[src/design/cedf_pkg.sv]
package cedf_pkg;

  // Lengths of the little-endian fields, in bytes.
  localparam int COUNT_BYTES = 4;
  localparam int TIME_BYTES  = 8;
  localparam int LEN_BYTES   = 4;

  // Lowest format version that puts a tag byte before each event.
  localparam int TAGGED_VERSION = 2;

  // Event tag codes.
  localparam logic [7:0] TAG_RECORD    = 8'd0;
  localparam logic [7:0] TAG_WATERMARK = 8'd1;
  localparam logic [7:0] TAG_CLOCK     = 8'd2;

  typedef enum logic [3:0] {
    PH_COUNT = 4'd0,
    PH_TAG   = 4'd1,
    PH_FLAG  = 4'd2,
    PH_RTIME = 4'd3,
    PH_RLEN  = 4'd4,
    PH_VALUE = 4'd5,
    PH_WTIME = 4'd6,
    PH_WIDLE = 4'd7,
    PH_CTIME = 4'd8,
    PH_DONE  = 4'd9
  } phase_t;

  typedef enum logic [2:0] {
    KIND_VALUE     = 3'd0,
    KIND_HEADER    = 3'd1,
    KIND_WATERMARK = 3'd2,
    KIND_CLOCK     = 3'd3,
    KIND_BAD_TAG   = 3'd4,
    KIND_TRUNC     = 3'd5,
    KIND_END       = 3'd6
  } event_kind_t;

  // One buffered input beat.
  typedef struct packed {
    logic [7:0] payload_byte;
    logic       final_byte;
  } in_beat_t;

  // One result beat.
  typedef struct packed {
    event_kind_t        event_kind;
    logic [7:0]         value_byte;
    logic               time_present;
    logic signed [63:0] time_stamp;
    logic               idle_mark;
    logic [31:0]        value_length;
    logic               payload_done;
  } result_t;

endpackage

[src/design/cedf_in_stage.sv]
module cedf_in_stage (
  input  logic              clk,
  input  logic              rst_n,
  input  logic              in_valid,
  output logic              in_ready,
  input  logic [7:0]        in_payload_byte,
  input  logic              in_final_byte,
  input  logic              pull,
  output logic              beat_valid,
  output cedf_pkg::in_beat_t beat
);
  import cedf_pkg::*;

  logic     valid_r;
  in_beat_t beat_r;

  // The register can take a new beat when it is empty or being drained.
  assign in_ready   = !valid_r || pull;
  assign beat_valid = valid_r;
  assign beat       = beat_r;

  always_ff @(posedge clk) begin
    if (!rst_n) begin
      valid_r <= 1'b0;
    end else if (in_valid && in_ready) begin
      valid_r <= 1'b1;
    end else if (pull) begin
      valid_r <= 1'b0;
    end
  end

  always_ff @(posedge clk) begin
    if (in_valid && in_ready) begin
      beat_r.payload_byte <= in_payload_byte;
      beat_r.final_byte   <= in_final_byte;
    end
  end

endmodule

[src/design/cedf_parser.sv]
module cedf_parser (
  input  logic               clk,
  input  logic               rst_n,
  input  logic               step,
  input  cedf_pkg::in_beat_t beat,
  input  logic [1:0]         format_version,
  output logic               res_valid,
  output cedf_pkg::result_t  res
);
  import cedf_pkg::*;

  phase_t      phase_r, phase_nxt;
  logic [2:0]  idx_r, idx_nxt;
  logic [63:0] shift_r, shift_nxt;
  logic [31:0] records_r, records_nxt;
  logic [31:0] vleft_r, vleft_nxt;
  logic        pend_r, pend_nxt;
  logic [63:0] saved_r, saved_nxt;

  logic [63:0] shifted;
  logic        full4;
  logic        full8;
  logic        boundary;
  logic [7:0]  b;
  logic [31:0] rec_dec;
  logic [31:0] vleft_dec;

  // Phase that opens the next event, or the idle phase once all are seen.
  function automatic phase_t begin_phase(input logic [31:0] left, input logic [1:0] ver);
    phase_t ph;
    if (left == 32'd0) begin
      ph = PH_DONE;
    end else if (ver >= 2'(TAGGED_VERSION)) begin
      ph = PH_TAG;
    end else begin
      ph = PH_FLAG;
    end
    return ph;
  endfunction

  always_comb begin
    b         = beat.payload_byte;
    shifted   = shift_r;
    shifted[{idx_r, 3'b000} +: 8] = shift_r[{idx_r, 3'b000} +: 8] | b;
    full4     = ({1'b0, idx_r} + 4'd1) >= 4'(COUNT_BYTES);
    full8     = ({1'b0, idx_r} + 4'd1) >= 4'(TIME_BYTES);
    rec_dec   = records_r - 32'd1;
    vleft_dec = vleft_r - 32'd1;

    phase_nxt   = phase_r;
    idx_nxt     = idx_r;
    shift_nxt   = shift_r;
    records_nxt = records_r;
    vleft_nxt   = vleft_r;
    pend_nxt    = pend_r;
    saved_nxt   = saved_r;
    res         = '0;
    res_valid   = 1'b0;
    boundary    = 1'b0;

    unique case (phase_r)
      PH_COUNT: begin
        shift_nxt = shifted;
        idx_nxt   = idx_r + 3'd1;
        if (full4) begin
          idx_nxt     = '0;
          shift_nxt   = '0;
          records_nxt = shifted[31:0];
          phase_nxt   = begin_phase(shifted[31:0], format_version);
          boundary    = 1'b1;
        end
      end
      PH_TAG: begin
        case (b)
          TAG_RECORD:    phase_nxt = PH_FLAG;
          TAG_WATERMARK: phase_nxt = PH_WTIME;
          TAG_CLOCK:     phase_nxt = PH_CTIME;
          default: begin
            res.event_kind = KIND_BAD_TAG;
            res_valid      = 1'b1;
            phase_nxt      = PH_DONE;
            boundary       = 1'b1;
          end
        endcase
      end
      PH_FLAG: begin
        pend_nxt  = (b != 8'd0);
        saved_nxt = '0;
        phase_nxt = (b != 8'd0) ? PH_RTIME : PH_RLEN;
      end
      PH_RTIME, PH_WTIME: begin
        shift_nxt = shifted;
        idx_nxt   = idx_r + 3'd1;
        if (full8) begin
          idx_nxt   = '0;
          shift_nxt = '0;
          saved_nxt = shifted;
          phase_nxt = (phase_r == PH_RTIME) ? PH_RLEN : PH_WIDLE;
        end
      end
      PH_RLEN: begin
        shift_nxt = shifted;
        idx_nxt   = idx_r + 3'd1;
        if (full4) begin
          idx_nxt            = '0;
          shift_nxt          = '0;
          vleft_nxt          = shifted[31:0];
          res.event_kind     = KIND_HEADER;
          res.time_present   = pend_r;
          res.time_stamp     = pend_r ? saved_r : 64'd0;
          res.value_length   = shifted[31:0];
          res_valid          = 1'b1;
          if (shifted[31:0] == 32'd0) begin
            records_nxt = rec_dec;
            phase_nxt   = begin_phase(rec_dec, format_version);
            boundary    = 1'b1;
          end else begin
            phase_nxt = PH_VALUE;
          end
        end
      end
      PH_VALUE: begin
        res.event_kind = KIND_VALUE;
        res.value_byte = b;
        res_valid      = 1'b1;
        vleft_nxt      = vleft_dec;
        if (vleft_dec == 32'd0) begin
          records_nxt = rec_dec;
          idx_nxt     = '0;
          shift_nxt   = '0;
          phase_nxt   = begin_phase(rec_dec, format_version);
          boundary    = 1'b1;
        end
      end
      PH_WIDLE: begin
        res.event_kind = KIND_WATERMARK;
        res.time_stamp = saved_r;
        res.idle_mark  = (b != 8'd0);
        res_valid      = 1'b1;
        records_nxt    = rec_dec;
        idx_nxt        = '0;
        shift_nxt      = '0;
        phase_nxt      = begin_phase(rec_dec, format_version);
        boundary       = 1'b1;
      end
      PH_CTIME: begin
        shift_nxt = shifted;
        idx_nxt   = idx_r + 3'd1;
        if (full8) begin
          res.event_kind = KIND_CLOCK;
          res.time_stamp = shifted;
          res_valid      = 1'b1;
          records_nxt    = rec_dec;
          idx_nxt        = '0;
          shift_nxt      = '0;
          phase_nxt      = begin_phase(rec_dec, format_version);
          boundary       = 1'b1;
        end
      end
      default: begin
        boundary = 1'b1;
      end
    endcase

    // The last byte closes the payload: a cut-off event reports truncation,
    // and the parse state starts over for the next payload.
    if (beat.final_byte) begin
      if (!boundary) begin
        res            = '0;
        res.event_kind = (phase_r == PH_COUNT) ? KIND_END : KIND_TRUNC;
        res_valid      = 1'b1;
      end else if (!res_valid) begin
        res            = '0;
        res.event_kind = KIND_END;
        res_valid      = 1'b1;
      end
      res.payload_done = 1'b1;
      phase_nxt   = PH_COUNT;
      idx_nxt     = '0;
      shift_nxt   = '0;
      records_nxt = '0;
      vleft_nxt   = '0;
      pend_nxt    = 1'b0;
      saved_nxt   = '0;
    end
  end

  always_ff @(posedge clk) begin
    if (!rst_n) begin
      phase_r   <= PH_COUNT;
      idx_r     <= '0;
      shift_r   <= '0;
      records_r <= '0;
      vleft_r   <= '0;
      pend_r    <= 1'b0;
      saved_r   <= '0;
    end else if (step) begin
      phase_r   <= phase_nxt;
      idx_r     <= idx_nxt;
      shift_r   <= shift_nxt;
      records_r <= records_nxt;
      vleft_r   <= vleft_nxt;
      pend_r    <= pend_nxt;
      saved_r   <= saved_nxt;
    end
  end

endmodule

[src/design/cedf_out_stage.sv]
module cedf_out_stage (
  input  logic              clk,
  input  logic              rst_n,
  input  logic              load,
  input  cedf_pkg::result_t res,
  output logic              room,
  output logic              out_valid,
  input  logic              out_ready,
  output cedf_pkg::result_t out_res
);
  import cedf_pkg::*;

  logic    valid_r;
  result_t res_r;

  // Room for a new result when empty or when the held one leaves this cycle.
  assign room      = !valid_r || out_ready;
  assign out_valid = valid_r;
  assign out_res   = res_r;

  always_ff @(posedge clk) begin
    if (!rst_n) begin
      valid_r <= 1'b0;
    end else if (load) begin
      valid_r <= 1'b1;
    end else if (out_ready) begin
      valid_r <= 1'b0;
    end
  end

  always_ff @(posedge clk) begin
    if (load) begin
      res_r <= res;
    end
  end

endmodule

[src/design/capture_event_deframer.sv]
// Capture event deframer.
// The input channel (in_valid / in_ready) carries one payload byte per beat,
// with in_final_byte set on the last byte of a payload. The result channel
// (out_valid / out_ready) carries at most one result beat per input beat:
// a value byte, a record header, a watermark, a clock, an unknown tag, a
// truncation or a bare end-of-payload marker.
// The cfg channel (cfg_valid / cfg_ready) writes the format version; it is
// always ready and is meant to be written only while the block is idle.
// Each byte taken is held in the input register and parsed, and its result is
// registered in the result register, from which it leaves on the result channel.
// Throughput: one byte per cycle, sustained while out_ready stays high. Every byte
// is parsed combinationally between the input register and the result register;
// the parse state (phase, field shifter, record and byte counters) updates once per byte.
// Reset sets the format version to 2 and returns the parser to reading the
// record count; both beat registers come up empty.
// When the receiver stalls, the result register holds its beat, the parser
// stops, the input register keeps one byte and in_ready drops after that.
module capture_event_deframer (
  input  logic               clk,
  input  logic               rst_n,
  input  logic               in_valid,
  output logic               in_ready,
  input  logic [7:0]         in_payload_byte,
  input  logic               in_final_byte,
  output logic               out_valid,
  input  logic               out_ready,
  output logic [2:0]         out_event_kind,
  output logic [7:0]         out_value_byte,
  output logic               out_time_present,
  output logic signed [63:0] out_time_stamp,
  output logic               out_idle_mark,
  output logic [31:0]        out_value_length,
  output logic               out_payload_done,
  input  logic               cfg_valid,
  output logic               cfg_ready,
  input  logic [1:0]         cfg_format_version
);
  import cedf_pkg::*;

  logic       fmt_ver_r;
  logic [1:0] format_version_r;
  logic       beat_valid;
  in_beat_t   beat;
  logic       room;
  logic       step;
  logic       res_valid;
  result_t    res;
  result_t    out_res;

  // The version register takes every write; nothing else is configurable.
  assign cfg_ready = 1'b1;

  always_ff @(posedge clk) begin
    if (!rst_n) begin
      format_version_r <= 2'(TAGGED_VERSION);
      fmt_ver_r        <= 1'b0;
    end else if (cfg_valid && cfg_ready) begin
      format_version_r <= cfg_format_version;
      fmt_ver_r        <= 1'b1;
    end
  end

  // A buffered byte is parsed whenever the result register has room for
  // whatever it produces.
  assign step = beat_valid && room;

  cedf_in_stage u_in (
    .clk             (clk),
    .rst_n           (rst_n),
    .in_valid        (in_valid),
    .in_ready        (in_ready),
    .in_payload_byte (in_payload_byte),
    .in_final_byte   (in_final_byte),
    .pull            (step),
    .beat_valid      (beat_valid),
    .beat            (beat)
  );

  cedf_parser u_parser (
    .clk            (clk),
    .rst_n          (rst_n),
    .step           (step),
    .beat           (beat),
    .format_version (format_version_r),
    .res_valid      (res_valid),
    .res            (res)
  );

  cedf_out_stage u_out (
    .clk       (clk),
    .rst_n     (rst_n),
    .load      (step && res_valid),
    .res       (res),
    .room      (room),
    .out_valid (out_valid),
    .out_ready (out_ready),
    .out_res   (out_res)
  );

  assign out_event_kind   = out_res.event_kind;
  assign out_value_byte   = out_res.value_byte;
  assign out_time_present = out_res.time_present;
  assign out_time_stamp   = out_res.time_stamp;
  assign out_idle_mark    = out_res.idle_mark;
  assign out_value_length = out_res.value_length;
  assign out_payload_done = out_res.payload_done;

  // A stalled result is never overwritten by a newly parsed byte.
  assert property (@(posedge clk) disable iff (!rst_n)
    !(step && out_valid && !out_ready))
    else $error("parser advanced into a stalled result register");

  // Truncation and end markers only ever close a payload.
  assert property (@(posedge clk) disable iff (!rst_n)
    out_valid && (out_event_kind == KIND_TRUNC || out_event_kind == KIND_END)
    |-> out_payload_done)
    else $error("end or truncation result without payload_done");

  // A value byte is carried only on value results.
  assert property (@(posedge clk) disable iff (!rst_n)
    out_valid && out_event_kind != KIND_VALUE |-> out_value_byte == 8'd0)
    else $error("value byte set on a non-value result");

  // The time flag belongs to record headers only.
  assert property (@(posedge clk) disable iff (!rst_n)
    out_valid && out_time_present |-> out_event_kind == KIND_HEADER)
    else $error("time_present set outside a record header");

  // After a version write the stored version matches the written data.
  assert property (@(posedge clk) disable iff (!rst_n)
    cfg_valid && cfg_ready |=> fmt_ver_r && format_version_r == $past(cfg_format_version))
    else $error("format version write lost");

endmodule
[config.mk]
export PLATFORM = sky130hd
export DESIGN_NAME = capture_event_deframer
export DESIGN_NICKNAME = d
export VERILOG_FILES = /design/src/design/cedf_pkg.sv /design/src/design/cedf_in_stage.sv /design/src/design/cedf_parser.sv /design/src/design/cedf_out_stage.sv /design/src/design/capture_event_deframer.sv
export SDC_FILE = /design/constraint.sdc
export NUM_CORES = 1
export LEC_CHECK = 0
export ABC_AREA = 1
export BUFFER_PORTS_ARGS = -buffer_cell sky130_fd_sc_hd__buf_4
export CORE_ASPECT_RATIO = 2
export CORE_UTILIZATION = 60
export CTS_CLUSTER_SIZE = 10
export DETAILED_ROUTE_END_ITERATION = 8
export GPL_TIMING_DRIVEN = 0
export PLACE_DENSITY_LB_ADDON = 0.08
export SLEW_MARGIN = 25
export SYNTH_ARGS = -nofsm -noshare
export SYNTH_HDL_FRONTEND = slang
export SYNTH_SLANG_ARGS = --single-unit
export TNS_END_PERCENT = 5
[constraint.sdc]
create_clock -name clk -period 8.2 [get_ports clk]
set_input_delay 1.23 -clock clk [delete_from_list [all_inputs] [get_ports clk]]
set_output_delay 1.23 -clock clk [all_outputs]
set_load 0.01 [all_outputs]
After elaboration in Yosys (flattened, before gate mapping). Cells that the tools add are included.

Add/subtract/negate cells: 5. Magnitude comparators: 3. Eq/ne operators: 16. Shifts and indexed selects: 3. Muxes and demuxes: 69. Bitwise logic cells: 1. Reduce and logical (&&, ||, !) cells: 33.

Operators by type and width (number): 2-to-1 mux 64 bit (8); 2-to-1 mux 110 bit (3); 2-to-1 mux 32 bit (9); one-hot mux 64 bit (4 select lines) (1); one-hot mux 64 bit (3 select lines) (1); one-hot mux 32 bit (5 select lines) (1); one-hot mux 64 bit (2 select lines) (1); zero test 32 bit (3); 2-to-1 mux 65 bit (1); bitwise mux 64 bit (1); one-hot mux 32 bit (2 select lines) (1); variable shift 8 x 8 -> 64 bit (first input constant) (1); indexed part select 64 x 7 -> 8 bit (1); indexed part select 8 x 8 -> 64 bit (1); subtractor 32 x 1 -> 32 bit (second input constant) (2); 2-to-1 mux 4 bit (9); one-hot mux 4 bit (8 select lines) (1); one-hot mux 3 bit (4 select lines) (2); 2-to-1 mux 3 bit (6); inequality test 3 x 2 -> 1 bit (second input constant) (6); equality test 4 x 3 -> 1 bit (second input constant) (4); 2-to-1 mux 1 bit (16); AND reduction 7 bit (2); one-hot mux 4 bit (3 select lines) (1); 31 further kinds (48).

Flip-flop bits (word level): 323. Input bits: 16. Output and inout bits: 113. Word-level logic and storage cells: 149.

Depth between registers and ports, before layout. Gate-level depths: netlist (run 1).

Depth in word-level cells: 10. Depth in mapped cells: 24. Gate-level depth less buffers: 20.

Cells and area by module. Synthesis (run 1) repeated with hierarchy kept, for this count alone.

Cells, all modules: 2465. Area, all modules: 17488.0 um^2.

By module, submodules not included: cedf_parser (times used 1, cells an instance 2316, area an instance 13715.7 um^2, seq. area each 4003.8 um^2); cedf_out_stage (times used 1, cells an instance 116, area an instance 3349.5 um^2, seq. area each 3323.2 um^2); cedf_in_stage (times used 1, cells an instance 16, area an instance 321.6 um^2, seq. area each 290.3 um^2); capture_event_deframer (times used 1, cells an instance 17, area an instance 101.3 um^2, seq. area each 40.0 um^2).

Least setup slack after synthesis (run 1). Ideal clock, no wire load.

Path kind: input port to flip-flop. From: input out_ready. To: register u_out.res_r, in the netlist u_out.out_res[0] (enable). Setup time: 0.463 ns. Arrival time: 3.735 ns. Data required time: 7.737 ns. Path slack: 4.002 ns. Stages on the path: 6. Buffers on the path: 0. Cells stage by stage: inv_1 nand2_1 nand2_1 inv_1 o21ai_0 inv_1.

Cells in the longest elaborated chain, start to end: 3.

RTL lines: start: declaration (line capture_event_deframer.sv:26) `input logic out_ready,`; logical OR 1 bit (line cedf_out_stage.sv:17) `assign room = !valid_r || out_ready;`; logical AND 1 bit (line capture_event_deframer.sv:65) `assign step = beat_valid && room;`; logical AND 1 bit (line capture_event_deframer.sv:92) `.load (step && res_valid),`; named net u_out.load (line cedf_out_stage.sv:4) `input logic load,`; end signal: assignment (line cedf_out_stage.sv:33) `res_r <= res;`; end: declaration (line cedf_out_stage.sv:14) `result_t res_r;`.

The timed path passes the listed nets, and every way through them passes these cells. A chain may end at the register's enable or synchronous reset.

==> summary.md, run 1 <==
| Metric | Value |
|---|---|
| Worst-Skew Late Latency | 0.58 ns |
| Post-Synthesis Cells | 2470 |
| Dpl cell area | 18700 µm² |
| Die height | 242 µm |
| Fin Setup TNS | 0 ns |
| Status | complete, no violations |
| Share of the synthesized area in the top cell type | 23.6% |
| Largest net degree at the start of global routing | 66 |
| Setup Skew | 0.0147 ns |
| Number of buffers and inverters on the critical path | 5 |
| Hold_sp | u_parser.saved_r[0] |
| CTS tree | done |
| Remaining Overflow, GRT | 0 |
| # nets final | 2659 |
| Placed insts | 2952 |
| Initial core utilization | 61.1% |
| Netlist cell types | 51 |
| Crit-path cells | inv_2 > buf_4 > ha_1 > ha_1 > inv_2 > nor2_1 > buf_2 > or2_1 > nand2_1 > nand2_1 > nor2_1 > nand2_1 > nor2_2 > nand3_1 > nand3_1 > a21oi_2 > buf_2 > a21oi_1 |
| Gpl congestion | 1.05 |
| DRC | 0 |
| Post-route cell area | 19800 µm² |
| Ys async rst share | 0% |
| Slowest library cell on the worst path | a21oi_2 |
| Pre-antenna DRT Iters | 9 |
| Area of the die | 29500 µm² |
| Min Tclk post-route | 4.98 ns |
| Fin crit share | 60.8% |
| PnR worst setup slack | 3.22 ns |
| Resized cells post-CTS | 0 |
| Routed WL per cell | 22.1 µm |
| Global-route usage over all layers | 46.0% |
| Width of the die | 122 µm |
| CTS Sinks | 322 |
| Core area | 28200 µm² |
| Mapped cell area | 17200 µm² |
| Postcts setup bufs | 0 |
| Initial antenna violation count | 1 |
| R2R Path Start | u_parser.idx_r[1] |
| Crit path capture type | flip-flop |
| Area growth syn-to-layout | 14.8% |
| Layout Cells excl Fill | 3021 |
| Post-detailed-route via-to-cell ratio | 6.08 |
| CP top delay family | simple AND/OR/NAND/NOR gates |
| Slew Viols, Final | 0 |
| Fill count | 2411 |
| Syn_area_per_cell | 6.98 µm² |
| PD cells | 207 nW/µm² |
| Setup violators final | 0 |
| DRT antenna net count | 0 |
| RSZ-0062 raised after global routing | no |
| CP Launch Point | u_parser.idx_r[1] |
| VDD IR max | 0.209 mV |
| CTS Buf Count | 38 |
| Maximum clock rate | 0.201 GHz |
| CP max stage delay | 0.90 ns |
| CP Class | flip-flop to flip-flop |
| Hold Vio Cnt, Final | 0 |
| Main area contributors after synthesis | dfxtp_1, edfxtp_1, nand2_1 |
| Vias | 18400 |
| Row Count | 87 |
| Sequential cell area | 7640 µm² |
| Req. time, crit path | 8.49 ns |
| Ys Warns | 0 |
| CTS root buffer | clkbuf_16 |
| IO Count | 129 |
| First-pass GRT wire length | 100000 µm |
| CP Max Fanout | 10 |
| Seq/Total Area, Yosys | 44.3% |
| Hold Buf Count CTS | 0 |
| Top_reg_cell synth | dfxtp_1 |
| Setup WS pre-CTS | 3.51 ns |
| EDFF count, synth | 119 |
| Synth top cells by count | nand2_1, nor2_1, a21oi_1 |
| I/O Buffers | 125 |
| Critical Path Start Type | flip-flop |
| Post-Route WL | 66900 µm |
| DP HPWL | 49300 µm |
| Synth Register Bits | 322 |
| Worst hold path class | flip-flop to flip-flop |
| Most frequent cell after synthesis | nand2_1 |
| Least-Margin Pin Slew | 1.09 ns |
| Multi-input gate area | 8240 µm² |
| Crit-path most repeated cell | nand2_1 |
| Clock Tree Buf Depth | 3 |
| Max cap viols | 0 |
| Top cell type by total area after synthesis | dfxtp_1 |
| Worst path arrival time | 5.27 ns |
| Fraction of layout cells with a size suffix above 1 | 9.73% |
| Pleak | 8.05 nW |
| Final Power | 4.10 mW |
| # H-tree levels | 2 |
| Slew HR | 27.5% |
| Finished Core Util | 70.2% |
| Clock transition at path regs | 0.06 ns |
| Syn nets | 2493 |
| 1st-iter DRT viols | 1928 |
| Hold_ws | 0.461 ns |
| Vias in the first global route | 17900 |
state kept, by name, summed over array words and instances, names as in the netlist:
| signal | flops |
|---|---|
| u_parser.phase_r | 4 |
| format_version_r | 1 |
| u_parser.idx_r | 3 |
| u_out.out_valid | 1 |
| u_parser.pend_r | 1 |
| u_out.out_res | 110 |
| u_parser.shift_r | 64 |
| u_in.beat_valid | 1 |
| u_in.beat | 9 |
| u_parser.saved_r | 64 |
| u_parser.records_r | 32 |
| u_parser.vleft_r | 32 |
tightest hold or removal path, cell delays in order, from the launching register on:
cell     delay [ns]
dfxtp_1        0.31
nand2_1        0.06
a21oi_1        0.05
layout by cell type, fill, tap and decap left out, types with 14 or more instances in the layout:
| cell | synthesis | final |
|---|---|---|
| edfxtp_1 | 119 | 119 |
| buf_2 | 21 | 21 |
| clkbuf_16 | 0 | 39 |
| nand4_1 | 20 | 20 |
| o21ai_0 | 99 | 99 |
| clkbuf_1 | 87 | 111 |
| nand3_1 | 164 | 164 |
| inv_1 | 202 | 201 |
| xor2_1 | 18 | 18 |
| a21oi_1 | 267 | 267 |
| a211oi_1 | 18 | 18 |
| nand2_1 | 786 | 786 |
| nor3_1 | 16 | 16 |
| a221oi_1 | 14 | 14 |
| nor2_1 | 297 | 297 |
| buf_4 | 6 | 131 |
| dfxtp_1 | 203 | 203 |
power breakdown:
part	switching, mW	internal, mW	leakage (nW)	total, mW
combinational	0.578	0.211	4.77	0.789
sequential	0.0379	1.70	2.75	1.73
clock	0.688	0.889	0.531	1.58
worst paths after layout:
kind                                            end  slack (ns)  depth (start not counted)
worst max-delay path              u_out.out_res[38]        3.22                         18
worst min-delay path            u_parser.saved_r[0]        0.46                          2
worst max register to register    u_out.out_res[38]        3.22                         18
worst min register to register  u_parser.saved_r[0]        0.46                          2
area by class of cell:
cell class                 count  area share (%)
tap                          356            2.25
multi-input combinational   1807            41.7
clock inverter                 4           0.196
buffer                       124            2.83
timing repair buffer         126            4.88
inverter                     217            4.16
clock buffer                  63            5.39
sequential                   322            38.6
antenna                        2          0.0253
cell families (layout without fill, tap and decap cells):
group,count (synthesis),in the layout,share of synthesized area [%]
and+or+nand+nor,1327,1327,31.5
AOI/OAI and AO/OA,446,446,14.4
buffers and inverters,341,534,7.98
DFF,322,322,44.3
xor gates and xnor gates,26,26,1.32
adders and majority gates,7,7,0.508
other,1,3,0.0218
routing by layer:
metal | routed length (µm) | part of all wire [%] | global-route usage, %
met1 | 20500 | 31 | 43.4
met2 | 32500 | 49 | 76.4
met3 | 5590 | 8.4 | 11.7
met4 | 8260 | 12 | 47.9
met5 | 0 | 0 | 0
(Power assumes the default switching activity.)
==> inputs of run 2 (changes only) <==
--- a/config.mk
+++ b/config.mk
@@ -8,7 +8,7 @@
 export ABC_AREA = 1
 export BUFFER_PORTS_ARGS = -buffer_cell sky130_fd_sc_hd__buf_4
 export CORE_ASPECT_RATIO = 2
-export CORE_UTILIZATION = 60
+export CORE_UTILIZATION = 55
 export CTS_CLUSTER_SIZE = 10
 export DETAILED_ROUTE_END_ITERATION = 8
 export GPL_TIMING_DRIVEN = 0
==> constraint.sdc (replaced) <==
create_clock -name clk -period 4.52 [get_ports clk]
set_input_delay 0.678 -clock clk [delete_from_list [all_inputs] [get_ports clk]]
set_output_delay 0.678 -clock clk [all_outputs]
set_load 0.01 [all_outputs]
==> run 2 against run 1 <==
Combinational power up 83%. Register-to-register slack worse by 3.0 ns. Final area up 0.94%. Fmax up 15%. Clock power up 81%. Routed wire length up 2.6%. Global-route usage down 3.0 points. Largest power group unchanged.
==> summary.md, run 2 (synthesis results as in run 1) <==
| Metric | Value |
|---|---|
| Status | complete, no violations |
| Min Tclk post-route | 4.34 ns (-0.642 ns) |
| # diodes | 0 (-2) |
| Area of the die | 32100 µm² (+9.0%) |
| Global-route usage over all layers | 42.9% (-3.0 points) |
| Most frequent cells in the layout | nand2_1, nor2_1, a21oi_1 |
| Max cap viols | 0 (unchanged) |
| Initial antenna violation count | 0 (-1) |
| VDD IR max | 0.363 mV (+73%) |
| Largest net degree at the start of global routing | 69 (+4.5%) |
| DRC | 0 (unchanged) |
| Dpl cell area | 18800 µm² (+0.42%) |
| Maximum clock rate | 0.230 GHz (+15%) |
| DP HPWL | 52500 µm (+6.7%) |
| Most common cell after layout, fill and taps aside | nand2_1 |
| Fin crit share | 96.0% (+35 points) |
| Remaining Overflow, GRT | 0 (unchanged) |
| Pleak | 8.09 nW (+0.54%) |
| Vias in the first global route | 17900 (-0.37%) |
| Clock Tree Buf Depth | 3 (unchanged) |
| Crit path capture type | flip-flop |
| PD cells | 373 nW/µm² (+80%) |
| R2R Path Start | u_in.beat[5] |
| Hold Buf Count CTS | 0 (unchanged) |
| Post-Route WL | 68600 µm (+2.6%) |
| CP Class | flip-flop to flip-flop |
| Initial core utilization | 55.9% (-5.3 points) |
| CP top delay family | simple AND/OR/NAND/NOR gates |
| Area growth syn-to-layout | 15.8% |
| RSZ-0062 raised after global routing | no |
| Critical Path Start Type | flip-flop |
| Post-detailed-route via-to-cell ratio | 5.85 (-3.7%) |
| Pre-antenna DRT Iters | 5 (-4) |
| # nets final | 2660 (+0.038%) |
| I/O Buffers | 125 (unchanged) |
| Width of the die | 127 µm (+4.4%) |
| Die height | 252 µm (+4.4%) |
| IO Count | 129 (unchanged) |
| Worst-Skew Late Latency | 0.56 ns (-0.02 ns) |
| Max reg flops | 110 (unchanged) |
| CP Launch Point | u_in.beat[5] |
| CP max stage delay | 0.99 ns (+0.09 ns) |
| CTS tree | done |
| Number of buffers and inverters on the critical path | 4 (-1) |
| Req. time, crit path | 4.75 ns (-3.74 ns) |
| Worst hold path class | input port to flip-flop |
| CP Max Fanout | 68 (+58) |
| Core area | 30900 µm² (+9.4%) |
| Slowest library cell on the worst path | nor4_1 |
| Setup Skew | 0.0263 ns (+0.0116 ns) |
| CTS Sinks | 322 (unchanged) |
| Gpl congestion | 1.08 (+3.3%) |
| Post-route cell area | 20000 µm² (+0.94%) |
| Fraction of layout cells with a size suffix above 1 | 10.2% (+0.44 points) |
| 1st-iter DRT viols | 1563 (-19%) |
| Row Count | 91 (+4.6%) |
| # H-tree levels | 2 (unchanged) |
| First-pass GRT wire length | 102000 µm (+1.5%) |
| Vias | 18100 (-1.7%) |
| Clock transition at path regs | 0.05 ns (about the same) |
| Hold Vio Cnt, Final | 0 (unchanged) |
| Routed WL per cell | 22.2 µm (+0.48%) |
| Least-Margin Pin Slew | 1.26 ns (+0.171 ns) |
| CTS Buf Count | 38 (unchanged) |
| CTS root buffer | clkbuf_16 |
| Fill count | 2802 (+16%) |
| Slew HR | 15.4% (-12 points) |
| DRT antenna net count | 0 (unchanged) |
| Crit-path cells | inv_1 > nand4_1 > nor4_1 > nor2_1 > nand2_1 > nor2_1 > inv_1 > nand2_1 > o21ai_0 > inv_6 > buf_16 |
| Worst path arrival time | 4.57 ns (-0.70 ns) |
| Slew Viols, Final | 0 (unchanged) |
| Hold_sp | in_final_byte |
| Final Power | 7.45 mW (+82%) |
| Setup violators final | 0 (unchanged) |
## run 2: cell types whose count changed in the layout (fill, tap and decap cells not counted), sizes merged
| cell | change |
|---|---|
| clkbuf | +4 |
| diode | -2 |
| buf | -1 |
## run 2: where the power goes
group	switching, mW	total, mW	internal (mW)
registers	0.0647	3.14	3.08
clock network	1.25	2.86	1.61
logic	1.06	1.44	0.388
## run 2: area by class of cell
type	count	area, µm²	area share [%]
multi-input combinational	1807	8310	41.6
sequential	322	7640	38.3
clock buffer	65	1060	5.32
timing repair buffer	127	986	4.94
inverter	217	822	4.12
buffer	124	564	2.83
tap	418	523	2.62
clock inverter	4	63.8	0.320
## run 2: worst paths after layout
path | end | slack [ns] | cells past startpoint
hold reg to reg | u_parser.saved_r[42] | 0.46 | 2
hold / removal | u_in.beat[0] | 0.29 | 1
setup / recovery | u_out.out_res[32] | 0.18 | 11
setup reg to reg | u_out.out_res[32] | 0.18 | 11
## run 2: metrics by stage
stage / setup WS [ns] / hold WS (ns) / setup TNS [ns] / utilization (%) / instances
floorplan: 0.499 / 0.441 / 0 / - / 2470
global placement: -1.06 / 0.448 / -132.76 / 60.6 / 3013
detailed placement: -0.312 / 0.452 / -16.63 / 60.8 / 3014
CTS: 0.0239 / 0.286 / 0 / 64.5 / 3083
global route: 0.00965 / 0.290 / 0 / 64.7 / 3084
finish: 0.180 / 0.294 / 0 / 64.7 / 3084
## run 2: repair_timing
item                                    CTS  global route
gates resized for setup                   7            12
pin swaps                                 0             1
endpoints found under the setup margin  110            91
hold endpoints to repair                  0             0
buffers inserted                          0             1
## run 2: metal layers
layer  part of all wire (%)  global-route usage [%]  wire length [µm]  up-vias
met4                     13                    48.1              8870        0
li1                       -                       -                 -     8396
met3                    6.5                    8.72              4450      418
met2                     50                    76.5             34600      881
met5                      0                       0                 0        -
met1                     30                    37.5             20700     8358
